File: config.mk
export PLATFORM = sky130hd
export DESIGN_NAME = rmq_sqrt
export DESIGN_NICKNAME = d
export VERILOG_FILES = /design/src/rmq_pkg.sv /design/src/rmq_sqrt.sv
export SDC_FILE = /design/constraint.sdc
export NUM_CORES = 2
export LEC_CHECK = 0
export BUFFER_PORTS_ARGS = -buffer_cell sky130_fd_sc_hd__buf_4
export CELL_PAD_IN_SITES_DETAIL_PLACEMENT = 1
export CELL_PAD_IN_SITES_GLOBAL_PLACEMENT = 1
export CORE_MARGIN = 8
export CORE_UTILIZATION = 30
export CTS_CLUSTER_DIAMETER = 120
export CTS_CLUSTER_SIZE = 20
export DETAILED_ROUTE_END_ITERATION = 8
export PLACE_DENSITY = 0.52
export SYNTH_ARGS = -nofsm -noshare
export SYNTH_HDL_FRONTEND = slang
export SYNTH_SLANG_ARGS = --single-unit
File: constraint.sdc
create_clock -name i_clk -period 5.9 [get_ports i_clk]
set_input_delay 0.295 -clock i_clk [delete_from_list [all_inputs] [get_ports i_clk]]
set_output_delay 0.295 -clock i_clk [all_outputs]
set_load 0.03 [all_outputs]
File: src/rmq_pkg.sv
// Shared types, constants and step functions for the matrix-to-quaternion pipeline.
`timescale 1ns / 1ps
package rmq_pkg;

    // Field format
    localparam int DATA_W    = 16;
    localparam int FRAC      = DATA_W - 2;
    localparam int CAND_W    = DATA_W + 2;
    localparam int MAG_W     = DATA_W + 1;
    localparam int LANES     = 4;

    // Square root unit: 34-bit radicand, one root bit per stage
    localparam int RAD_W     = 2 * MAG_W;
    localparam int ROOT_W    = MAG_W;
    localparam int SQ_STEPS  = ROOT_W;
    localparam int SQ_REM_W  = ROOT_W + 2;

    // Divider: 34-bit dividend, top part preloaded, one quotient bit per stage
    localparam int DVD_W     = RAD_W;
    localparam int DIV_STEPS = MAG_W;

    // Largest-candidate codes
    localparam logic [1:0] SEL_W = 2'd0;
    localparam logic [1:0] SEL_X = 2'd1;
    localparam logic [1:0] SEL_Y = 2'd2;
    localparam logic [1:0] SEL_Z = 2'd3;

    // Sideband that travels with each item through the arithmetic units
    typedef struct packed {
        logic [1:0]                    sel;
        logic [MAG_W-1:0]              aux;
        logic [LANES-1:0]              neg;
        logic [LANES-1:0][MAG_W-1:0]   mag;
    } t_side;

    typedef struct packed {
        logic [SQ_REM_W-1:0] rem;
        logic [ROOT_W-1:0]   root;
    } t_sq;

    typedef struct packed {
        logic [MAG_W-1:0] rem;
        logic             q;
    } t_dv;

    // One digit of the restoring square root
    function automatic t_sq sq_step(input logic [SQ_REM_W-1:0] rem,
                                    input logic [ROOT_W-1:0]   root,
                                    input logic [1:0]          d);
        logic [SQ_REM_W+1:0] t;
        logic [SQ_REM_W+1:0] b;
        t_sq                 r;
        t = {rem, d};
        b = {2'b00, root, 2'b01};
        if (t >= b) begin
            r.rem  = SQ_REM_W'(t - b);
            r.root = {root[ROOT_W-2:0], 1'b1};
        end else begin
            r.rem  = t[SQ_REM_W-1:0];
            r.root = {root[ROOT_W-2:0], 1'b0};
        end
        return r;
    endfunction

    // One bit of the restoring division
    function automatic t_dv div_step(input logic [MAG_W-1:0] rem,
                                     input logic             b,
                                     input logic [MAG_W-1:0] den);
        logic [MAG_W:0] t;
        t_dv            r;
        t = {rem, b};
        if (t >= {1'b0, den}) begin
            r.rem = MAG_W'(t - {1'b0, den});
            r.q   = 1'b1;
        end else begin
            r.rem = t[MAG_W-1:0];
            r.q   = 1'b0;
        end
        return r;
    endfunction

endpackage

File: src/rmq_sqrt.sv
// Pipelined integer square root, one root bit per stage, with sideband.
`timescale 1ns / 1ps
module rmq_sqrt (
    input  logic                        i_clk,
    input  logic                        i_rst_n,
    input  logic                        i_en,
    input  logic                        i_valid,
    input  logic [rmq_pkg::RAD_W-1:0]   i_rad,
    input  rmq_pkg::t_side              i_side,
    output logic                        o_valid,
    output logic [rmq_pkg::ROOT_W-1:0]  o_root,
    output rmq_pkg::t_side              o_side
);
    import rmq_pkg::*;

    logic [SQ_STEPS-1:0] r_vld;
    logic [RAD_W-1:0]    r_rad  [SQ_STEPS];
    logic [SQ_REM_W-1:0] r_rem  [SQ_STEPS];
    logic [ROOT_W-1:0]   r_root [SQ_STEPS];
    t_side               r_side [SQ_STEPS];

    logic [RAD_W-1:0]    n_rad  [SQ_STEPS];
    logic [SQ_REM_W-1:0] n_rem  [SQ_STEPS];
    logic [ROOT_W-1:0]   n_root [SQ_STEPS];

    // Resolve one root digit per stage
    always_comb begin
        t_sq st;
        st        = sq_step('0, '0, i_rad[RAD_W-1 -: 2]);
        n_rad[0]  = i_rad << 2;
        n_rem[0]  = st.rem;
        n_root[0] = st.root;
        for (int k = 1; k < SQ_STEPS; k++) begin
            st        = sq_step(r_rem[k-1], r_root[k-1], r_rad[k-1][RAD_W-1 -: 2]);
            n_rad[k]  = r_rad[k-1] << 2;
            n_rem[k]  = st.rem;
            n_root[k] = st.root;
        end
    end

    always_ff @(posedge i_clk) begin
        if (!i_rst_n) begin
            r_vld <= '0;
        end else if (i_en) begin
            r_vld <= {r_vld[SQ_STEPS-2:0], i_valid};
        end
    end

    // Advance payload
    always_ff @(posedge i_clk) begin
        if (i_en) begin
            r_side[0] <= i_side;
            for (int k = 0; k < SQ_STEPS; k++) begin
                r_rad[k]  <= n_rad[k];
                r_rem[k]  <= n_rem[k];
                r_root[k] <= n_root[k];
            end
            for (int k = 1; k < SQ_STEPS; k++) begin
                r_side[k] <= r_side[k-1];
            end
        end
    end

    assign o_valid = r_vld[SQ_STEPS-1];
    assign o_root  = r_root[SQ_STEPS-1];
    assign o_side  = r_side[SQ_STEPS-1];

endmodule

; ---- Word level (Yosys, flattened, before mapping)
; Memory sizes are Yosys's and may differ from the RTL's.
; Cells that the tools add are included.
[word_totals]
ff_bits = 17
ramBits = 2703
inputBits = 129
out_inout_bits = 109
elab_cells = 58
memories = 4
[memory_table]
columns = name, words, word_bits, read_ports, rd_clocked_by_memory_dff, write_ports, line
row1 = r_side, 17, 91, 17, 0, 17, rmq_sqrt.sv:20  ; t_side r_side [SQ_STEPS];
row2 = r_rad, 17, 32, 16, 0, 17, rmq_sqrt.sv:17  ; logic [RAD_W-1:0] r_rad [SQ_STEPS];
row3 = r_rem, 17, 19, 16, 0, 17, rmq_sqrt.sv:18  ; logic [SQ_REM_W-1:0] r_rem [SQ_STEPS];
row4 = r_root, 17, 17, 17, 0, 17, rmq_sqrt.sv:19  ; logic [ROOT_W-1:0] r_root [SQ_STEPS];
[op_classes]
addsub = 17
n_lt_le_gt_ge = 17
muxes = 19
[op_table]
columns = op, n
row1 = $mux 36, 17
row2 = $ge 21x19->1, 16
row3 = $sub 19x19->19, 16
row4 = $sub 2x1->3 const B, 1
row5 = $ge 2x1->1 const B, 1
row6 = $mux 1, 2

; ---- Depth between registers and ports, before layout
; An unclocked memory read counts as a cell.
[logic_depth]
ltp_word = 3
mapped_depth = 12
ltp_nobuf = 11

; ---- Least setup slack after synthesis
; No wires, ideal clock.
[synth_path]
path_kind = register -> register
from = memory r_rem[0][229] in the netlist's numbering
to = memory r_rem[0][248] in the netlist's numbering (data pin)
setup_time_ns = 0.255
arrival_time_ns = 2.361
t_required_ns = 5.645
slack_ns = 3.284
path_stages_with_launch = 11
n_path_buf = 1
period_less_slack_ns = 2.616
path_cell_list = edfxtp_1 ha_1 a21oi_1 nand2_1 a221o_1 o41a_1 a21boi_4 inv_2 buf_6 nor2_1 a21oi_2
[synth_lines]
columns = element, line
row1 = "start, declared", rmq_sqrt.sv:18

==> impl_metrics.py <==
metrics = {
    "outcome": {
        "outcome": "finished clean",
    },
    "final_layout": {
        "final_common_cell": "edfxtp_1",
        "syn_to_final_growth_pct": 13.7,
        "fin_nets": 4899,
        "layout_common_cells": "2254 x edfxtp_1, 261 x buf_4, 207 x inv_1",
        "final_cells": 8188,
        "final_layout_size_suffix_gt1_frac": 0.103,
    },
    "die": {
        "die_height_um": 534,
        "start_util": 0.301,
        "die_area_sq_mm": 0.285,
        "core.rowCount": 190,
        "design.core.area_sq_mm": 0.267,
        "pin_count": 238,
        "die_x_um": 534,
    },
    "clock_tree": {
        "clock_sinks": 2271,
        "clock_latency_ns": 0.80,
        "htreeDepth": 4,
        "numCtsBuffers": 134,
        "postCtsResizedCells": 0,
        "cts-root-buf": "clkbuf_16",
        "clkSlewWorstSetupHoldPaths_ns": 0.08,
        "cts_max_path_buffers": 3,
        "cts_tree": "built",
    },
    "worst_setup_path": {
        "r2r_cells": 8,
        "start_kind": "flip-flop",
        "path_class": "flip-flop to flip-flop",
        "crit_slowest_cell": "nor4_4",
        "path_cells": "ha_1, or3_1, o22ai_1, o311ai_0, nor4_4, o21bai_1, nor4_1, xor2_1",
        "r2r-start": "r_rem[0][135]$_DFFE_PP_",
        "arrival_ns": 3.94,
        "crit_fanout": 20,
        "worstPathRequired_ns": 6.39,
        "critPathLaunch": "r_rem[0][135]$_DFFE_PP_",
        "r2r_slack_ns": 2.45,
        "max_stage_delay_ns": 0.81,
        "cp-end-kind": "flip-flop",
    },
    "synthesis": {
        "synth_nets": 4488,
        "synth_fa_ha_area_frac": 0.0266,
        "synth_cell_types": 72,
        "synth_ff_type": "edfxtp_1",
        "synthSimpleGateAreaFrac": 0.0419,
        "async_reset_ff_frac": 0,
        "synth_compound_area_frac": 0.0373,
        "synth_area_sq_mm": 0.0805,
        "synth_mux_area_frac": 0.00537,
        "synthCells": 4188,
        "synth_edf_count": 2254,
        "synth_seq_area_share": 0.845,
        "syn_avg_cell_area_sq_um": 19.2,
        "synth_xor_xnor_area_share": 0.0229,
        "synth_top_family_by_area": "simple AND/OR/NAND/NOR gates",
        "synth_seq_cells": 2271,
        "yosys_warnings": 0,
    },
    "drt": {
        "wire_per_inst_um": 14.9,
        "detail_route.first_pass.iterations": 5,
        "route.detailed.drc": 0,
        "wl_um": 122000,
        "dr.first_iter.drc_count": 2039,
        "final_antenna_net_count": 0,
        "num_vias": 34181,
        "viasPerCell": 4.17,
    },
    "min_path": {
        "hp-class": "input pin to flip-flop",
        "min_from": "i_side[77]",
        "worst_hold_path.num_cells": 2,
    },
    "placed_design": {
        "dp_cells": 7885,
        "hpwl_um": 73200,
        "globalplace.congestion": 0.790,
        "io_buffers": 237,
    },
    "job": {
        "cap_violations": 0,
    },
    "global_routing": {
        "grt_pass1_wl_um": 195000,
        "grt_usage": 0.0828,
        "antenna_found_initial": 2,
        "grt_max_degree": 178,
        "grt_pass1_vias": 36128,
        "overflow": 0,
    },
    "sta": {
        "fin_skew_ns": 0.0541,
        "period_needed_ns": 3.45,
        "clock.fmax_ghz": 0.290,
        "finalSetupViolations": 0,
        "rsz0062_at_grt": "no",
        "tightest_slew_ns": 1.19,
        "finalMaxSlewViolations": 0,
        "hold_viol_final": 0,
        "slew_headroom": 0.195,
        "setup_tns_ns": 0,
        "final.period_utilization": 0.584,
    },
    "pwr": {
        "power.density_mw_per_mm2": 342,
        "peakVddDrop_mv": 0.286,
        "p_leak_nw": 31.7,
    },
}
## cell families after synthesis
logic type,count (synthesis)
flip-flops,2271
AND/OR/NAND/NOR,675
AO/OA/AOI/OAI,481
buffers and inverters,338
XOR/XNOR,210
adder cells (fa/ha/maj),171
multiplexers,41
other,1
## per-stage QoR
stage / instance area [sq um] / total power, mW / hold slack [ns] / util / setup slack [ns]
floorplan: 80500 / 21.2 / 0.394 / - / 3.28
global placement: 86300 / 22.2 / 0.400 / 0.323 / 2.48
detailed placement: 86300 / 22.3 / 0.405 / 0.323 / 2.52
CTS: 91500 / 32.0 / 0.0613 / 0.342 / 2.44
global route: 91500 / 32.8 / 0.0986 / 0.342 / 2.16
finish: 91500 / 31.3 / 0.194 / 0.342 / 2.45
## cell type report
class	instances	area [sq um]
fill	26612	176000
sequential	2271	68000
multi-input combinational	1579	10800
tap	3552	4440
timing repair buffer	405	3550
clock buffer	146	3400
inverter	208	781
clock inverter	23	438
antenna	4	10.0
## cell usage after synthesis (all sizes together) (38+ instances only)
master / count / area share
nand2: 180 / 0.0084
buf: 107 / 0.0096
nand2b: 38 / 0.0030
nor2b: 45 / 0.0035
inv: 208 / 0.0097
o21ai: 141 / 0.0088
a21oi: 130 / 0.0081
nor3: 71 / 0.0044
xnor2: 98 / 0.011
nor2: 154 / 0.0072
xor2: 112 / 0.012
edfxtp: 2254 / 0.84
ha: 171 / 0.027
a21o: 43 / 0.0040
## per-layer routing
layer	global-route usage	wire, um
met1	0.106	56000
met2	0.138	57700
met3	0.0200	4830
met4	0.0295	3620
met5	0	0
## registers in the layout, summed over array words and instances, names as in the netlist
signal  count
r_rem     282
r_root    153
r_side   1547
r_vld      17
r_rad     272
## what timing repair did
| action | CTS | global route |
|---|---|---|
| hold buffers | 130 | 0 |
| buffers inserted | 0 | 0 |
| endpoints found under the hold margin | 166 | 0 |
## path summary, 6_finish.rpt
kind                               to
max           r_rem[0][170]$_DFFE_PP_
min           r_side[0][77]$_DFFE_PP_
max reg2reg   r_rem[0][170]$_DFFE_PP_
min reg2reg  r_side[0][340]$_DFFE_PP_
## power breakdown
part | internal [mW] | switching (mW) | total (mW)
combinational | 0.942 | 1.38 | 2.33
clock | 4.22 | 5.16 | 9.38
sequential | 19.1 | 0.469 | 19.6
total | 24.3 | 7.01 | 31.3
## worst max-delay path, delay by kind of cell (launching register included)
family | cells | cell delay [ns]
simple gates | 3 | 1.30
compound gates | 3 | 1.02
xor+xnor | 1 | 0.15
flops | 1 | 0.42
fa+ha+maj | 1 | 0.24
Power figures use the tool's default switching activity.
