--- src/rmq_pkg.sv ---
// Shared types, constants and step functions for the matrix-to-quaternion pipeline.
`timescale 1ns / 1ps
package rmq_pkg;

    // Field format
    localparam int DATA_W    = 16;
    localparam int FRAC      = DATA_W - 2;
    localparam int CAND_W    = DATA_W + 2;
    localparam int MAG_W     = DATA_W + 1;
    localparam int LANES     = 4;

    // Square root unit: 34-bit radicand, one root bit per stage
    localparam int RAD_W     = 2 * MAG_W;
    localparam int ROOT_W    = MAG_W;
    localparam int SQ_STEPS  = ROOT_W;
    localparam int SQ_REM_W  = ROOT_W + 2;

    // Divider: 34-bit dividend, top part preloaded, one quotient bit per stage
    localparam int DVD_W     = RAD_W;
    localparam int DIV_STEPS = MAG_W;

    // Largest-candidate codes
    localparam logic [1:0] SEL_W = 2'd0;
    localparam logic [1:0] SEL_X = 2'd1;
    localparam logic [1:0] SEL_Y = 2'd2;
    localparam logic [1:0] SEL_Z = 2'd3;

    // Sideband that travels with each item through the arithmetic units
    typedef struct packed {
        logic [1:0]                    sel;
        logic [MAG_W-1:0]              aux;
        logic [LANES-1:0]              neg;
        logic [LANES-1:0][MAG_W-1:0]   mag;
    } t_side;

    typedef struct packed {
        logic [SQ_REM_W-1:0] rem;
        logic [ROOT_W-1:0]   root;
    } t_sq;

    typedef struct packed {
        logic [MAG_W-1:0] rem;
        logic             q;
    } t_dv;

    // One digit of the restoring square root
    function automatic t_sq sq_step(input logic [SQ_REM_W-1:0] rem,
                                    input logic [ROOT_W-1:0]   root,
                                    input logic [1:0]          d);
        logic [SQ_REM_W+1:0] t;
        logic [SQ_REM_W+1:0] b;
        t_sq                 r;
        t = {rem, d};
        b = {2'b00, root, 2'b01};
        if (t >= b) begin
            r.rem  = SQ_REM_W'(t - b);
            r.root = {root[ROOT_W-2:0], 1'b1};
        end else begin
            r.rem  = t[SQ_REM_W-1:0];
            r.root = {root[ROOT_W-2:0], 1'b0};
        end
        return r;
    endfunction

    // One bit of the restoring division
    function automatic t_dv div_step(input logic [MAG_W-1:0] rem,
                                     input logic             b,
                                     input logic [MAG_W-1:0] den);
        logic [MAG_W:0] t;
        t_dv            r;
        t = {rem, b};
        if (t >= {1'b0, den}) begin
            r.rem = MAG_W'(t - {1'b0, den});
            r.q   = 1'b1;
        end else begin
            r.rem = t[MAG_W-1:0];
            r.q   = 1'b0;
        end
        return r;
    endfunction

endpackage

--- src/rmq_mid.sv ---
// Middle section: place components in w,x,y,z order, square and sum for the norm.
`timescale 1ns / 1ps
module rmq_mid (
    input  logic                      i_clk,
    input  logic                      i_rst_n,
    input  logic                      i_en,
    input  logic                      i_valid,
    input  rmq_pkg::t_side            i_side,
    output logic                      o_valid,
    output logic [rmq_pkg::RAD_W-1:0] o_rad,
    output rmq_pkg::t_side            o_side
);
    import rmq_pkg::*;

    t_side            n1_side;
    logic [1:0]       lane;

    logic             r1_vld;
    t_side            r1_side;
    logic             r2_vld;
    t_side            r2_side;
    logic [RAD_W-1:0] r2_sq [LANES];
    logic             r3_vld;
    t_side            r3_side;
    logic [RAD_W-1:0] r3_sum;

    // Put the large component in its slot, the quotients around it
    always_comb begin
        n1_side     = i_side;
        n1_side.aux = '0;
        for (int j = 0; j < LANES; j++) begin
            lane = (2'(j) < i_side.sel) ? 2'(j) : 2'(j - 1);
            if (2'(j) == i_side.sel) begin
                n1_side.neg[j] = 1'b0;
                n1_side.mag[j] = i_side.aux;
            end else begin
                n1_side.neg[j] = i_side.neg[lane];
                n1_side.mag[j] = i_side.mag[lane];
            end
        end
    end

    always_ff @(posedge i_clk) begin
        if (!i_rst_n) begin
            r1_vld <= 1'b0;
            r2_vld <= 1'b0;
            r3_vld <= 1'b0;
        end else if (i_en) begin
            r1_vld <= i_valid;
            r2_vld <= r1_vld;
            r3_vld <= r2_vld;
        end
    end

    // Square, then sum
    always_ff @(posedge i_clk) begin
        if (i_en) begin
            r1_side <= n1_side;
            r2_side <= r1_side;
            for (int l = 0; l < LANES; l++) begin
                r2_sq[l] <= RAD_W'(r1_side.mag[l]) * RAD_W'(r1_side.mag[l]);
            end
            r3_side <= r2_side;
            r3_sum  <= r2_sq[0] + r2_sq[1] + r2_sq[2] + r2_sq[3];
        end
    end

    assign o_valid = r3_vld;
    assign o_rad   = r3_sum;
    assign o_side  = r3_side;

endmodule

--- config.mk ---
export PLATFORM = sky130hd
export DESIGN_NAME = rmq_mid
export DESIGN_NICKNAME = d
export VERILOG_FILES = /design/src/rmq_pkg.sv /design/src/rmq_mid.sv
export SDC_FILE = /design/constraint.sdc
export NUM_CORES = 2
export LEC_CHECK = 0
export BUFFER_PORTS_ARGS = -buffer_cell sky130_fd_sc_hd__buf_2
export CAP_MARGIN = 20
export CORE_UTILIZATION = 45
export CTS_CLUSTER_SIZE = 25
export DETAILED_ROUTE_END_ITERATION = 8
export GPL_TIMING_DRIVEN = 0
export MAX_ROUTING_LAYER = met4
export RECOVER_POWER = 25
export SLEW_MARGIN = 15
export SYNTH_ARGS = -nofsm -noshare
export SYNTH_HDL_FRONTEND = slang
export SYNTH_SLANG_ARGS = --single-unit
--- constraint.sdc ---
create_clock -name i_clk -period 15.9 [get_ports i_clk]
set_clock_uncertainty 0.2 [all_clocks]
set_input_delay 0.795 -clock i_clk [delete_from_list [all_inputs] [get_ports i_clk]]
set_output_delay 0.795 -clock i_clk [all_outputs]
set_load 0.03 [all_outputs]
-- After elaboration in Yosys (flattened, before gate mapping)
Memories as Yosys holds them, arrays and structs flattened.
Index checks and enable logic that the tools add are counted.
- flip-flop bits (word level): 259
- RAM bits: 136
- output and inout port bits: 126
- memories: 1
- add/sub/neg operators: 3
- $mul: 4
- $lt $le $gt $ge: 8
- equal/unequal tests: 3
- muxes and demuxes: 26
- reduce and logical (&&, ||, !) cells: 1
- memory list (memory ; words ; bits a word ; rd ports ; clocked after Yosys merged registers in ; wr ports ; RTL line ; source):
    r2_sq ; 4 ; 34 ; 4 ; 0 ; 4 ; rmq_mid.sv:22 ; logic [RAD_W-1:0] r2_sq [LANES];
- operators with widths (kind ; count):
    $bmux 17 s2 ; 4
    $mul 17x17->34 ; 4
    $mux 17 ; 8
    $add 34x34->34 ; 3
    $lt 2x3->1 const B ; 3
    $bmux 1 s2 ; 4
    $mux 1 ; 8
    $eq 2x2->1 const A ; 2
    $lt 1x2->1 const A ; 2
    $lt 2x2->1 const A ; 2
    $mux 2 ; 2
    $lt 1x3->1 const B ; 1
    $eq 1x2->1 const A ; 1
    $logic_not 2->1 ; 1

-- Depth between registers and ports, before layout
- word-level depth: 5
- depth in mapped cells: 25
- mapped depth without buffers: 24

-- Worst setup path before layout
OpenSTA, ideal clock, no wires.
- path type: register to register
- from: register r1_side[29] in the netlist's numbering
- to: memory r2_sq[1][31] in the netlist's numbering (data pin)
- arrival time: 5.884 ns
- data required time: 15.442 ns
- path slack: 9.558 ns
- cell stages (with the launch flop): 23
- clock period less this slack: 6.342 ns
- cells stage by stage: edfxtp_1 clkbuf_1 clkbuf_1 nand2_1 fa_1 fa_1 fa_1 inv_1 fa_1 fa_1 inv_1 fa_1 inv_1 ha_1 a21o_1 a21oi_1 nand2_1 and4_1 a22oi_1 o211ai_1 a31o_1 a21oi_1 xnor2_1
- RTL lines (element ; RTL line ; source):
    start: declaration ; rmq_mid.sv:19 ; t_side r1_side;
    start signal: assignment ; rmq_mid.sv:58 ; r1_side <= n1_side;
    end: declaration ; rmq_mid.sv:22 ;

==> impl_metrics.csv <==
group,metric,value,unit
status,status,"finished with violations",
setup_path,cp_data_arrival_time,8490,ps
setup_path,timing.rr.end,"r2_sq[1][31]",
clock_network,cts-htree-levels,2,
timing,fmax,120,MHz
hold_path,hp-class,"input pin to flop",
clock_network,cts_hold_buf,0,
hold_path,hold_depth,1,
finish,ff_latch_area,11600,um2
clock_network,cts_buffer_depth,3,
finish,multi_input_area,32200,um2
timing,rsz0062_at_grt,"false",
timing,setup_violations,0,
timing,report.final.slew_viol_count,81,
status,violations,"max-capacitance violations, max-slew violations",
clock_network,cts_resized,0,
setup_path,crit_top_cell,"fa_1",
synthesis,synth_seq_area_share,0.239,
die,start_util,0.454,
synthesis,synth_area,48500,um2
setup_path,critPathMaxFanout,10,
global_route,grt_overflow_total,0,
drt,antenna_left,0,
die,ios,221,
timing,setup-tns-final,0,ps
setup_path,path_depth,22,
drt,drt-vias-per-instance,5.12,
drt,drt_iter0_drc,2162,
die,dieHeight,330,um
global_route,antenna_found_initial,11,
global_route,grt_max_degree,105,
drt,drc,0,
setup_path,crit_required,16080,ps
synthesis,ys_dominant_reg_cell,"edfxtp_1",
setup_path,worst_path_max_delay_cell,"edfxtp_1",
flow_run,maxCapViolCount,1,
drt,drtPass1Iterations,6,
timing,relSlewSlack,-2.31,
setup_path,slowest_delay,720,ps
hold_path,hp-start,"i_side[89]",
synthesis,synth_top_area_cell,"fa_1",
timing,finalCritPeriodShare,0.522,
die,die_area,109000,um2
clock_network,post_cts_buffers,0,
finish,drive_gt1_frac,0.0734,
placed_design,port_buffers,185,
clock_network,cts_num_sinks,387,
setup_path,crit_family,"adder cells",
drt,vias,32100,
synthesis,synth_area_per_cell,10.7,um2
clock_network,cts_tree,"done",
global_route,grt_pass1_vias,33600,
timing,tightestPinTransition,4970,ps
synthesis,synth.area.top_cells,"fa_1 (34%), edfxtp_1 (24%), ha_1 (12%)",
placed_design,dp.final_hpwl,102000,um
placed_design,gp_congestion,0.918,
global_route,grt_first_pass_wirelength,193000,um
die,core,107000,um2
setup_path,rr_worst_depth,22,
die,die_x,330,um
setup_path,crit_type,"flop to flop",
clock_network,clk_pin_slew,70,ps
global_route,track_usage,0.243,
setup_path,startpoint_type,"flop",
clock_network,clk_latency,660,ps
clock_network,clock-root-buffer,"clkbuf_16",
finish,fill_cells,9966,
finish,area_delta_synth_final,9.53,%
synthesis,synth_edf_count,384,
setup_path,worstPathCellList,"clkbuf_1 -> clkbuf_1 -> nand2_1 -> fa_1 -> fa_1 -> fa_1 -> inv_1 -> fa_1 -> fa_1 -> inv_1 -> fa_1 -> inv_1 -> ha_1 -> a21o_1 -> a21oi_1 -> o211ai_1 -> a21o_1 -> a22oi_1 -> o211ai_1 -> a31o_1 -> a21oi_1 -> xnor2_1",
synthesis,ys_ff_latch,387,
timing,timing.final.hold_violations,0,
setup_path,crit_buf_inv,5,
synthesis,yosysWarningCount,0,
setup_path,end_kind,"flop",
synthesis,synthArstFlopShare,0,
synthesis,syn_inst,4553,
hold_path,min_to,"r1_side[89]",
clock_network,cts_buffers,50,
finish,nets,6202,
synthesis,synth.distinct_cells,77,
timing,post-route-min-period,8310,ps
setup_path,regToRegStartpoint,"r1_side[29]",
setup_path,timing.reg2reg.setup_slack,7590,ps
drt,wl_per_cell,19.6,um
synthesis,synth_top_area_share,0.340,
drt,drt_wl_total,123000,um
die,core.rowCount,120,
[registers in the layout (all words and copies together), names as in the netlist]
signal and count:
o_valid 1, r2_sq 128, o_rad 34, r2_vld 1
o_side 74, r2_side 74, r1_side 74, r1_vld 1
[logic make-up after synthesis]
family / after synthesis / synth area share
adders and majority gates: 1292 / 0.461
buffers and inverters: 1250 / 0.0980
and+or+nand+nor: 884 / 0.0879
AOI/OAI and AO/OA: 466 / 0.0622
DFF: 387 / 0.239
xor gates and xnor gates: 195 / 0.0352
muxes: 77 / 0.0169
other: 2 / 0.000155
[per-stage QoR]
step / hold slack, ps / area (um2) / setup WS (ps) / cells / util
2_1_floorplan: 200 / 48600 / 9560 / 4571 / -
3_3_place_gp: 201 / 51300 / 7680 / 6159 / 0.480
3_5_place_dp: 205 / 51400 / 7780 / 6164 / 0.481
4_1_cts: 119 / 53100 / 7690 / 6254 / 0.497
5_1_grt: 172 / 53100 / 7290 / 6257 / 0.497
6_report: 176 / 53100 / 7590 / 6259 / 0.497
[cell type report]
class | count | share of cell area
inverter | 1120 | 0.0791
antenna | 3 | 0.000141
timing repair buffer | 192 | 0.0201
sequential | 387 | 0.218
multi-input combinational | 2934 | 0.607
tap | 1403 | 0.0330
buffer | 130 | 0.0104
clock buffer | 52 | 0.0237
clock inverter | 38 | 0.00881
[layout by cell type (no fill, tap or decap), drive strengths merged, types with 22 or more instances in the layout]
master  synthesis  final
a21o           95     95
a21oi         151    151
and2          217    217
and3           22     22
buf            19    207
clkbuf        111    167
clkinv          0     22
edfxtp        384    384
fa            824    824
ha            468    468
inv          1120   1123
mux2           38     38
mux2i          39     39
nand2         393    393
nand3          22     22
nor2          103    103
nor2b          35     35
o21ai          85     85
xnor2         148    148
xor2           47     47
[layer usage]
| metal | track usage | up-vias | share of wire |
|---|---|---|---|
| li1 | - | 14700 | - |
| met1 | 0.343 | 16300 | 0.45 |
| met2 | 0.371 | 958 | 0.45 |
| met3 | 0.0365 | 145 | 0.071 |
| met4 | 0.0573 | 0 | 0.025 |
| met5 | - | - | 0 |
[worst max path at each step]
stage,end,start,slack [ps]
finish,r2_sq[1][31],r1_side[29],7590
global route,r2_sq[1][31],r1_side[29],7290
CTS,r2_sq[1][31],r1_side[29],7690
detailed placement,r2_sq[1][31],r1_side[29],7780
global placement,r2_sq[1][31],r1_side[29],7680
floorplan,r2_sq[1][31],r1_side[29],9560
[worst register-to-register path, stage by stage (launching register included)]
cell      delay (ps)
edfxtp_1         720
clkbuf_1         400
clkbuf_1         630
nand2_1          250
fa_1             560
fa_1             540
fa_1             520
inv_1             50
fa_1             510
fa_1             510
inv_1             60
fa_1             490
inv_1             50
ha_1             360
a21o_1           220
a21oi_1          270
o211ai_1         140
a21o_1           230
a22oi_1          420
o211ai_1         240
a31o_1           250
a21oi_1          170
xnor2_1          260
[Yosys cell counts (all sizes together) (4+ instances only)]
cell and n:
nand4 18, buf 19, a21boi 5, xor2 47
nor2b 35, a31o 5, or3 10, nor3 18
mux2 38, o21ai 85, a41oi 4, mux2i 39
and3 22, nor2 103, o21a 19, ha 468
a21oi 151, inv 1120, clkbuf 111, fa 824
o31ai 8, edfxtp 384, o211ai 8, nand3 22
nand2 393, a21o 95, nand2b 21, o21bai 20
o41ai 5, or2 14, a211oi 11, xnor2 148
and2 217, a31oi 14
Power is left out: the tool's default activity adds up to more than one toggle a clock period on the data nets, which glitch-free logic cannot reach.
