--- src/rmq_pkg.sv ---
// Shared types, constants and step functions for the matrix-to-quaternion pipeline.
`timescale 1ns / 1ps
package rmq_pkg;

    // Field format
    localparam int DATA_W    = 16;
    localparam int FRAC      = DATA_W - 2;
    localparam int CAND_W    = DATA_W + 2;
    localparam int MAG_W     = DATA_W + 1;
    localparam int LANES     = 4;

    // Square root unit: 34-bit radicand, one root bit per stage
    localparam int RAD_W     = 2 * MAG_W;
    localparam int ROOT_W    = MAG_W;
    localparam int SQ_STEPS  = ROOT_W;
    localparam int SQ_REM_W  = ROOT_W + 2;

    // Divider: 34-bit dividend, top part preloaded, one quotient bit per stage
    localparam int DVD_W     = RAD_W;
    localparam int DIV_STEPS = MAG_W;

    // Largest-candidate codes
    localparam logic [1:0] SEL_W = 2'd0;
    localparam logic [1:0] SEL_X = 2'd1;
    localparam logic [1:0] SEL_Y = 2'd2;
    localparam logic [1:0] SEL_Z = 2'd3;

    // Sideband that travels with each item through the arithmetic units
    typedef struct packed {
        logic [1:0]                    sel;
        logic [MAG_W-1:0]              aux;
        logic [LANES-1:0]              neg;
        logic [LANES-1:0][MAG_W-1:0]   mag;
    } t_side;

    typedef struct packed {
        logic [SQ_REM_W-1:0] rem;
        logic [ROOT_W-1:0]   root;
    } t_sq;

    typedef struct packed {
        logic [MAG_W-1:0] rem;
        logic             q;
    } t_dv;

    // One digit of the restoring square root
    function automatic t_sq sq_step(input logic [SQ_REM_W-1:0] rem,
                                    input logic [ROOT_W-1:0]   root,
                                    input logic [1:0]          d);
        logic [SQ_REM_W+1:0] t;
        logic [SQ_REM_W+1:0] b;
        t_sq                 r;
        t = {rem, d};
        b = {2'b00, root, 2'b01};
        if (t >= b) begin
            r.rem  = SQ_REM_W'(t - b);
            r.root = {root[ROOT_W-2:0], 1'b1};
        end else begin
            r.rem  = t[SQ_REM_W-1:0];
            r.root = {root[ROOT_W-2:0], 1'b0};
        end
        return r;
    endfunction

    // One bit of the restoring division
    function automatic t_dv div_step(input logic [MAG_W-1:0] rem,
                                     input logic             b,
                                     input logic [MAG_W-1:0] den);
        logic [MAG_W:0] t;
        t_dv            r;
        t = {rem, b};
        if (t >= {1'b0, den}) begin
            r.rem = MAG_W'(t - {1'b0, den});
            r.q   = 1'b1;
        end else begin
            r.rem = t[MAG_W-1:0];
            r.q   = 1'b0;
        end
        return r;
    endfunction

endpackage

--- src/rmq_front.sv ---
// Front end: diagonal candidates, largest pick, off-diagonal pairs and radicand.
`timescale 1ns / 1ps
module rmq_front (
    input  logic                               i_clk,
    input  logic                               i_rst_n,
    input  logic                               i_en,
    input  logic                               i_valid,
    input  logic signed [rmq_pkg::DATA_W-1:0]  i_e_xx,
    input  logic signed [rmq_pkg::DATA_W-1:0]  i_e_xy,
    input  logic signed [rmq_pkg::DATA_W-1:0]  i_e_xz,
    input  logic signed [rmq_pkg::DATA_W-1:0]  i_e_yx,
    input  logic signed [rmq_pkg::DATA_W-1:0]  i_e_yy,
    input  logic signed [rmq_pkg::DATA_W-1:0]  i_e_yz,
    input  logic signed [rmq_pkg::DATA_W-1:0]  i_e_zx,
    input  logic signed [rmq_pkg::DATA_W-1:0]  i_e_zy,
    input  logic signed [rmq_pkg::DATA_W-1:0]  i_e_zz,
    output logic                               o_valid,
    output logic [rmq_pkg::RAD_W-1:0]          o_rad,
    output rmq_pkg::t_side                     o_side
);
    import rmq_pkg::*;

    localparam int P_YZ_M = 0;
    localparam int P_ZX_M = 1;
    localparam int P_XY_M = 2;
    localparam int P_XY_P = 3;
    localparam int P_ZX_P = 4;
    localparam int P_YZ_P = 5;
    localparam int NPAIR  = 6;

    logic signed [CAND_W-1:0] cand [LANES];
    logic signed [CAND_W-1:0] best;
    logic [1:0]               sel;
    logic signed [CAND_W-1:0] n_a_pair [NPAIR];

    logic                     r_a_vld;
    logic [1:0]               r_a_sel;
    logic [MAG_W-1:0]         r_a_best;
    logic signed [CAND_W-1:0] r_a_pair [NPAIR];

    logic signed [CAND_W-1:0] lane_p [LANES-1];
    logic [MAG_W-1:0]         rad;
    t_side                    n_b_side;

    logic                     r_b_vld;
    logic [RAD_W-1:0]         r_b_rad;
    t_side                    r_b_side;

    // Form candidates and pick the largest, earlier wins ties
    always_comb begin
        cand[0] = CAND_W'(i_e_xx) + CAND_W'(i_e_yy) + CAND_W'(i_e_zz);
        cand[1] = CAND_W'(i_e_xx) - CAND_W'(i_e_yy) - CAND_W'(i_e_zz);
        cand[2] = CAND_W'(i_e_yy) - CAND_W'(i_e_xx) - CAND_W'(i_e_zz);
        cand[3] = CAND_W'(i_e_zz) - CAND_W'(i_e_xx) - CAND_W'(i_e_yy);
        best = cand[0];
        sel  = SEL_W;
        for (int i = 1; i < LANES; i++) begin
            if (cand[i] > best) begin
                best = cand[i];
                sel  = 2'(i);
            end
        end
        n_a_pair[P_YZ_M] = CAND_W'(i_e_yz) - CAND_W'(i_e_zy);
        n_a_pair[P_ZX_M] = CAND_W'(i_e_zx) - CAND_W'(i_e_xz);
        n_a_pair[P_XY_M] = CAND_W'(i_e_xy) - CAND_W'(i_e_yx);
        n_a_pair[P_XY_P] = CAND_W'(i_e_xy) + CAND_W'(i_e_yx);
        n_a_pair[P_ZX_P] = CAND_W'(i_e_zx) + CAND_W'(i_e_xz);
        n_a_pair[P_YZ_P] = CAND_W'(i_e_yz) + CAND_W'(i_e_zy);
    end

    always_ff @(posedge i_clk) begin
        if (!i_rst_n) begin
            r_a_vld <= 1'b0;
        end else if (i_en) begin
            r_a_vld <= i_valid;
        end
    end

    always_ff @(posedge i_clk) begin
        if (i_en) begin
            r_a_sel  <= sel;
            r_a_best <= best[MAG_W-1:0];
            for (int i = 0; i < NPAIR; i++) begin
                r_a_pair[i] <= n_a_pair[i];
            end
        end
    end

    // Route the pairs to lanes, split sign and magnitude, build the radicand
    always_comb begin
        case (r_a_sel)
            SEL_W: begin
                lane_p[0] = r_a_pair[P_YZ_M];
                lane_p[1] = r_a_pair[P_ZX_M];
                lane_p[2] = r_a_pair[P_XY_M];
            end
            SEL_X: begin
                lane_p[0] = r_a_pair[P_YZ_M];
                lane_p[1] = r_a_pair[P_XY_P];
                lane_p[2] = r_a_pair[P_ZX_P];
            end
            SEL_Y: begin
                lane_p[0] = r_a_pair[P_ZX_M];
                lane_p[1] = r_a_pair[P_XY_P];
                lane_p[2] = r_a_pair[P_YZ_P];
            end
            default: begin
                lane_p[0] = r_a_pair[P_XY_M];
                lane_p[1] = r_a_pair[P_ZX_P];
                lane_p[2] = r_a_pair[P_YZ_P];
            end
        endcase
        n_b_side     = '0;
        n_b_side.sel = r_a_sel;
        for (int l = 0; l < LANES - 1; l++) begin
            n_b_side.neg[l] = lane_p[l][CAND_W-1];
            n_b_side.mag[l] = lane_p[l][CAND_W-1] ? MAG_W'(-lane_p[l])
                                                  : lane_p[l][MAG_W-1:0];
        end
        rad = r_a_best + MAG_W'(1 << FRAC);
    end

    always_ff @(posedge i_clk) begin
        if (!i_rst_n) begin
            r_b_vld <= 1'b0;
        end else if (i_en) begin
            r_b_vld <= r_a_vld;
        end
    end

    always_ff @(posedge i_clk) begin
        if (i_en) begin
            r_b_rad  <= RAD_W'({rad, {FRAC{1'b0}}});
            r_b_side <= n_b_side;
        end
    end

    assign o_valid = r_b_vld;
    assign o_rad   = r_b_rad;
    assign o_side  = r_b_side;

endmodule

--- config.mk ---
export PLATFORM = sky130hd
export DESIGN_NAME = rmq_front
export DESIGN_NICKNAME = d
export VERILOG_FILES = /design/src/rmq_pkg.sv /design/src/rmq_front.sv
export SDC_FILE = /design/constraint.sdc
export NUM_CORES = 1
export LEC_CHECK = 0
export ABC_AREA = 1
export BUFFER_PORTS_ARGS = -buffer_cell sky130_fd_sc_hd__buf_2
export CAP_MARGIN = 10
export CORE_ASPECT_RATIO = 1.75
export CORE_MARGIN = 8
export CORE_UTILIZATION = 50
export CTS_CLUSTER_DIAMETER = 40
export CTS_CLUSTER_SIZE = 20
export DETAILED_ROUTE_END_ITERATION = 10
export PLACE_DENSITY = 0.71
export SYNTH_ARGS = -nofsm -noshare
export SYNTH_HDL_FRONTEND = slang
export SYNTH_SLANG_ARGS = --single-unit
--- constraint.sdc ---
create_clock -name i_clk -period 12.49 [get_ports i_clk]
set_input_delay 0.6245 -clock i_clk [delete_from_list [all_inputs] [get_ports i_clk]]
set_output_delay 0.6245 -clock i_clk [all_outputs]
set_load 0.005 [all_outputs]
# Yosys cells after proc, flatten, opt, wreduce, memory -nomap -nowiden
# Memory sizes are Yosys's and may differ from the RTL's.
# Cells that the tools add are included.
word_totals:
  output_inout_bits: 126
  memories: 1
  elab_cells: 48
  ram_bits: 108
  input_bits: 148
  reg_bits: 94
classes:
  n_eq_ne: 2
  muxes: 11
  n_reduce_logical: 2
  order_cmp: 3
  add_sub_neg: 18
mem_list:
  columns: ["name", "words", "word_bits", "read_ports", "rd_ports_with_merged_regs", "wr", "line_no", "rtl"]
  rows:
  - ["r_a_pair", 6, 18, 6, 0, 6, "rmq_front.sv:39", "logic signed [CAND_W-1:0] r_a_pair [NPAIR];"]
ops:
  columns: ["op", "count"]
  rows:
  - ["case mux 54 bit (3 select lines)", 1]
  - ["subtractor 16 x 16 -> 17 bit", 6]
  - ["adder 16 x 16 -> 17 bit", 4]
  - ["two-way mux 17 bit", 4]
  - ["> comparator 18 bit", 3]
  - ["subtractor 17 x 16 -> 18 bit", 3]
  - ["negator 17 bit", 3]
  - ["two-way mux 18 bit", 2]
  - ["adder 17 x 16 -> 18 bit", 1]
  - ["adder 17 x 15 -> 17 bit (second input constant)", 1]
  - ["two-way mux 1 bit", 4]
  - ["equality test 2 x 1 -> 1 bit (second input constant)", 1]
  - ["equality test 2 bit (second input constant)", 1]
  - ["zero test 2 bit", 1]
  - ["OR reduction 2 bit", 1]

# Longest topological paths before layout
depth:
  ltp_word: 8
  ltp_mapped: 60
  mapped_depth_nobuf: 56

# Least setup slack after synthesis
# No wires, ideal clock.
synth_path:
  kind: "in2reg"
  from: "input port i_e_xx[3] (netlist name)"
  to: "register r_a_best[11] (data pin)"
  setup_time_ns: 0.253
  path_slack_ns: 4.800
  path_buffers: 4
  t_arrival_ns: 7.437
  t_required_ns: 12.237
  cell_stages: 51
  path_cell_list: "inv_1 > fa_1 > inv_1 > ha_1 > a21oi_1 > nand2_1 > nand4_1 > nand3_1 > a21oi_1 > o21bai_1 > a21oi_1 > nor2_1 > nor2_1 > xor2_1 > ha_1 > nand3_2 > nor2_2 > nand2_1 > (+15 left out) > nand2_1 > nand3_2 > inv_1 > clkbuf_1 > nand2_1 > o21ai_0 > inv_1 > ha_1 > nand4_1 > nor3_1 > o21ai_0 > nor3_2 > nor2_2 > nand3_2 > nand3_4 > buf_6 > nand2_1 > nand2_1"
synth_between:
  elab_chain_len: 8
  elab_cells_between_ends: 14
  cone_classes: "8 x add/sub; 3 x order compare; 3 x mux"
synth_lines:
  columns: ["item", "line_no", "rtl"]
  rows:
  - ["start, declared", "rmq_front.sv:8", "input logic signed [rmq_pkg::DATA_W-1:0] i_e_xx,"]
  - ["subtractor 16 x 16 -> 17 bit / adder 16 x 16 -> 17 bit (equally long branches)", "rmq_front.sv:52, rmq_front.sv:51", null]
  - ["subtractor 17 x 16 -> 18 bit / adder 17 x 16 -> 18 bit (equally long branches)", "rmq_front.sv:52, rmq_front.sv:51", null]
  - ["> comparator 18 bit", "rmq_front.sv:58", "if (cand[i] > best) begin"]
  - ["two-way mux 18 bit", "rmq_front.sv:58", null]
  - ["> comparator 18 bit", "rmq_front.sv:58", null]
  - ["two-way mux 18 bit", "rmq_front.sv:58", null]
  - ["> comparator 18 bit", "rmq_front.sv:58", null]
  - ["two-way mux 17 bit (*)", "rmq_front.sv:58", null]
  - ["via best[11]", "rmq_front.sv:32", "logic signed [CAND_W-1:0] best;"]
  - ["end signal, assigned", "rmq_front.sv:82", "r_a_best <= best[MAG_W-1:0];"]
  - ["end, declared", "rmq_front.sv:38", "logic [MAG_W-1:0] r_a_best;"]
# Mark *: on every way through the listed nets, which the timed path passes. The rest lies on a longest branch.
# A chain may end at the register's enable or synchronous reset.

# Worst setup path after layout
layout_path:
  from: "input port i_e_xx[3] (netlist name)"
  to: "register r_a_best[16] (data pin)"
# Same word-level chain as after synthesis.

==> metrics.txt <==
# TYPE chip_impl_metric gauge
chip_impl_metric{name="drive_above_1_share",unit="%"} 13.3
chip_impl_metric{name="globalRouteTotalUtil",unit="%"} 23.5
chip_impl_metric{name="synth.cell_area",unit="um2"} 18300
chip_impl_info{name="yosys_most_used_dff",value="sky130_fd_sc_hd__edfxtp_1"} 1
chip_impl_info{name="synth_top_cells_by_count",value="sky130_fd_sc_hd__nand2_1, sky130_fd_sc_hd__inv_1, sky130_fd_sc_hd__ha_1"} 1
chip_impl_metric{name="worstPathArrival",unit="ns"} 9.23
chip_impl_metric{name="worst_clock_skew",unit="ns"} 0.0119
chip_impl_metric{name="layout_setup_ws",unit="ns"} 3.46
chip_impl_metric{name="cts_hold_buffers",unit=""} 0
chip_impl_metric{name="fmax",unit="GHz"} 0.111
chip_impl_metric{name="core_area",unit="um2"} 36000
chip_impl_metric{name="fp-row-count",unit=""} 92
chip_impl_metric{name="timing.max_cap.violations",unit=""} 0
chip_impl_metric{name="grt_antenna_before_repair",unit=""} 0
chip_impl_metric{name="detailedRoute.firstPassIterationCount",unit=""} 7
chip_impl_metric{name="number_of_global_route_vias_before_repair",unit=""} 15518
chip_impl_metric{name="design.die.area",unit="um2"} 43200
chip_impl_metric{name="timing.final.setup_violations",unit=""} 0
chip_impl_info{name="yosys-top-cells-area",value="sky130_fd_sc_hd__edfxtp_1, sky130_fd_sc_hd__ha_1, sky130_fd_sc_hd__fa_1"} 1
chip_impl_metric{name="synth_edf_count",unit=""} 191
chip_impl_metric{name="pre_cts_slack",unit="ns"} 3.07
chip_impl_metric{name="maxSlewHeadroom",unit="%"} 39.7
chip_impl_metric{name="wl_per_cell",unit="um"} 18.5
chip_impl_info{name="crit_slowest_cell",value="sky130_fd_sc_hd__fa_1"} 1
chip_impl_metric{name="timing.critical_path.slowest_cell_delay",unit="ns"} 0.55
chip_impl_metric{name="post-synth-top-area-fraction",unit="%"} 31.4
chip_impl_metric{name="clock_sink_count",unit=""} 193
chip_impl_metric{name="critical_path.max_fanout",unit=""} 33
chip_impl_metric{name="share_seq_of_total_power",unit="%"} 24.9
chip_impl_metric{name="dr_total_vias",unit=""} 14698
chip_impl_metric{name="p_leak",unit="uW"} 0.0101
chip_impl_metric{name="io_buffers",unit=""} 221
chip_impl_metric{name="remaining_drc_errors",unit=""} 0
chip_impl_metric{name="pin_count_of_the_biggest_net_entering_global_routing",unit=""} 76
chip_impl_metric{name="required_time_worst_endpoint",unit="ns"} 12.69
chip_impl_info{name="setup.worst_path.class",value="in2reg"} 1
chip_impl_metric{name="slew_viol_final",unit=""} 0
chip_impl_metric{name="yosysUniqueCellTypes",unit=""} 56
chip_impl_info{name="rsz0062_at_grt",value="no"} 1
chip_impl_metric{name="postSynthAreaPerCell",unit="um2"} 8.76
chip_impl_metric{name="grt.overflow.total",unit=""} 0
chip_impl_metric{name="p_clk_share",unit="%"} 12.0
chip_impl_metric{name="fin_crit",unit="ns"} 9.03
chip_impl_metric{name="final_net_count",unit=""} 2736
chip_impl_metric{name="grt_first_pass_wirelength",unit="um"} 78600
chip_impl_info{name="hp-start",value="i_valid"} 1
chip_impl_info{name="yosys.cell_count.top_type",value="sky130_fd_sc_hd__nand2_1"} 1
chip_impl_metric{name="internal_power",unit="uW"} 2350
chip_impl_metric{name="dieWidth",unit="um"} 161
chip_impl_metric{name="io_pins",unit=""} 274
chip_impl_metric{name="antenna_left",unit=""} 0
chip_impl_info{name="cp_top_family",value="simple AND/OR/NAND/NOR gates"} 1
chip_impl_metric{name="area_growth_syn_to_layout",unit="%"} 11.1
chip_impl_metric{name="antenna-diode-count",unit=""} 0
chip_impl_info{name="critical_path.startpoint",value="i_e_xx[3]"} 1
chip_impl_metric{name="final_hold_viols",unit=""} 0
chip_impl_metric{name="crit_buf_inv",unit=""} 7
chip_impl_metric{name="drt-total-wl",unit="um"} 51600
chip_impl_metric{name="drt-initial-drc-count",unit=""} 613
chip_impl_info{name="clockRootBuffer",value="sky130_fd_sc_hd__clkbuf_16"} 1
chip_impl_metric{name="max-vdd-ir-drop",unit="mV"} 0.141
chip_impl_metric{name="post_syn_instances",unit=""} 2088
chip_impl_metric{name="die_height",unit="um"} 269
chip_impl_metric{name="p_per_area",unit="nW/um2"} 225
chip_impl_info{name="cell_accounting_for_the_most_synthesized_area",value="sky130_fd_sc_hd__edfxtp_1"} 1
chip_impl_metric{name="power_frac_comb",unit="%"} 63.2
chip_impl_metric{name="clk-insertion-delay-late",unit="ns"} 0.44
chip_impl_metric{name="fin_crit_share",unit="%"} 72.3
chip_impl_metric{name="fin_total_pwr",unit="uW"} 4570
chip_impl_metric{name="tns",unit="ns"} 0
chip_impl_metric{name="net_switching_power",unit="uW"} 2230
chip_impl_info{name="cts_tree",value="yes"} 1
chip_impl_info{name="crit_end_category",value="flip-flop"} 1
chip_impl_metric{name="ctsHtreeMaxLevel",unit=""} 4
chip_impl_metric{name="vias_per_cell",unit=""} 5.27
chip_impl_metric{name="place.detailed.hpwl",unit="um"} 44700
chip_impl_metric{name="power.share.switching",unit="%"} 48.7
chip_impl_metric{name="ctsResizeCount",unit=""} 0
chip_impl_info{name="start_kind",value="input port"} 1
chip_impl_info{name="crit_top_cell",value="sky130_fd_sc_hd__nand2_1"} 1
chip_impl_metric{name="fraction_of_registers_with_async_set_or_reset_after_synthesis",unit="%"} 0
chip_impl_metric{name="yosysWarnings",unit=""} 0
chip_impl_metric{name="timing_worst_slew_pin_value",unit="ns"} 0.904
chip_impl_metric{name="synth-seq-cells",unit=""} 193
chip_impl_metric{name="floorplan.initialDensity",unit="%"} 50.8
chip_impl_info{name="min_path_type",value="in2reg"} 1
chip_impl_metric{name="finalWeightedCongestion",unit=""} 0.985
chip_impl_metric{name="cts.repair_timing.setup_buffer_count",unit=""} 0
chip_impl_info{name="critical_path.reg2reg.startpoint",value="r_a_sel[1]"} 1
chip_impl_metric{name="tritoncts.num_buffers",unit=""} 17
chip_impl_metric{name="cts_max_path_buffers",unit=""} 2
chip_impl_info{name="outcome",value="complete, no violations"} 1
chip_impl_metric{name="synth.yosys.seq_area_share",unit="%"} 31.6
chip_impl_metric{name="clkTransAtPathRegs",unit="ns"} 0.07
power by group through the flow:
stage | Sequential, uW | Combinational [uW] | Clock [uW]
global placement | 1150 | 2800 | 0
floorplan | 1140 | 2060 | 0
global route | 1150 | 3230 | 582
CTS | 1140 | 2890 | 557
finish | 1140 | 2890 | 547
detailed placement | 1150 | 2880 | 0
worst register-to-register path, cell delays in order, from the launching register on:
cell and delay (ns):
sky130_fd_sc_hd__edfxtp_1 0.34, sky130_fd_sc_hd__buf_4 0.37, sky130_fd_sc_hd__inv_1 0.18, sky130_fd_sc_hd__nor2_1 0.64, sky130_fd_sc_hd__nor2_1 0.08, sky130_fd_sc_hd__buf_4 0.24
sky130_fd_sc_hd__a21oi_1 0.29, sky130_fd_sc_hd__ha_1 0.19, sky130_fd_sc_hd__inv_1 0.05, sky130_fd_sc_hd__nor3_1 0.51, sky130_fd_sc_hd__nand4_1 0.33, sky130_fd_sc_hd__nor2_1 0.32
sky130_fd_sc_hd__nand3_1 0.15, sky130_fd_sc_hd__or2_2 0.31, sky130_fd_sc_hd__nor4_1 0.20
cells in the final DEF (no fill, tap or decap), types with 5 or more instances in the layout:
master / Yosys / final
sky130_fd_sc_hd__ha_1: 212 / 212
sky130_fd_sc_hd__buf_2: 3 / 220
sky130_fd_sc_hd__inv_1: 344 / 344
sky130_fd_sc_hd__o22ai_1: 17 / 17
sky130_fd_sc_hd__nand2_1: 350 / 350
sky130_fd_sc_hd__nand4_1: 46 / 46
sky130_fd_sc_hd__nor3_1: 13 / 13
sky130_fd_sc_hd__a221oi_1: 5 / 5
sky130_fd_sc_hd__a211oi_1: 8 / 8
sky130_fd_sc_hd__inv_8: 0 / 5
sky130_fd_sc_hd__o31ai_1: 13 / 13
sky130_fd_sc_hd__nor2_1: 99 / 99
sky130_fd_sc_hd__conb_1: 1 / 52
sky130_fd_sc_hd__inv_2: 7 / 7
sky130_fd_sc_hd__buf_4: 54 / 9
sky130_fd_sc_hd__o21bai_1: 55 / 55
sky130_fd_sc_hd__a21o_1: 10 / 10
sky130_fd_sc_hd__nand2_2: 12 / 12
sky130_fd_sc_hd__xor2_1: 138 / 138
sky130_fd_sc_hd__o21ai_0: 62 / 62
sky130_fd_sc_hd__nand3_2: 5 / 5
sky130_fd_sc_hd__fa_1: 72 / 72
sky130_fd_sc_hd__edfxtp_1: 191 / 191
sky130_fd_sc_hd__clkbuf_16: 0 / 17
sky130_fd_sc_hd__o221ai_1: 11 / 11
sky130_fd_sc_hd__nand3_1: 79 / 79
sky130_fd_sc_hd__xnor2_1: 42 / 42
sky130_fd_sc_hd__a31oi_1: 11 / 11
sky130_fd_sc_hd__a21oi_1: 151 / 151
per-layer routing:
layer	global-route usage, %	wire [um]
met5	0	0
met2	47.7	29200
met4	17.2	3780
met1	20.3	16300
met3	3.45	2330
final timing paths:
check	end	slack (ns)	cells after the start
max reg2reg	o_side[33]	8.09	14
min reg2reg	o_rad[14]	0.43	0
min	r_a_vld	0.41	3
max	r_a_best[16]	3.46	49
sequential cells by signal (all words and copies together) (netlist names):
register / count
r_a_pair: 99
o_side: 56
o_rad: 17
r_a_best: 17
r_a_sel: 2
o_valid: 1
r_a_vld: 1
area by class of cell:
| class | count | area [um2] |
|---|---|---|
| fill | 3284 | 15700 |
| multi-input combinational | 1509 | 10900 |
| sequential | 193 | 5780 |
| inverter | 353 | 1330 |
| timing repair buffer | 230 | 1180 |
| tap | 470 | 588 |
| clock buffer | 17 | 425 |
| clock inverter | 15 | 166 |
through the flow:
stage | util, % | instances | cell area [um2] | hold slack (ns)
CTS | 56.4 | 2787 | 20300 | 0.400
global route | 56.4 | 2787 | 20300 | 0.423
detailed placement | 54.7 | 2755 | 19700 | 0.406
floorplan | - | 2139 | 18500 | 0.400
finish | 56.4 | 2787 | 20300 | 0.412
global placement | 54.7 | 2755 | 19700 | 0.405
kinds of logic (layout without fill, tap and decap cells):
kind of cell    Yosys count  count (layout)  synth area share [%]
simple gates            630             630                  15.3
buf+inv                 437             615                  10.1
flops                   193             193                  31.6
other cells               1              52                0.0205
compound gates          363             363                  12.0
xor+xnor                180             180                  8.62
fa+ha+maj               284             284                  22.4
Power figures use the tool's default switching activity.
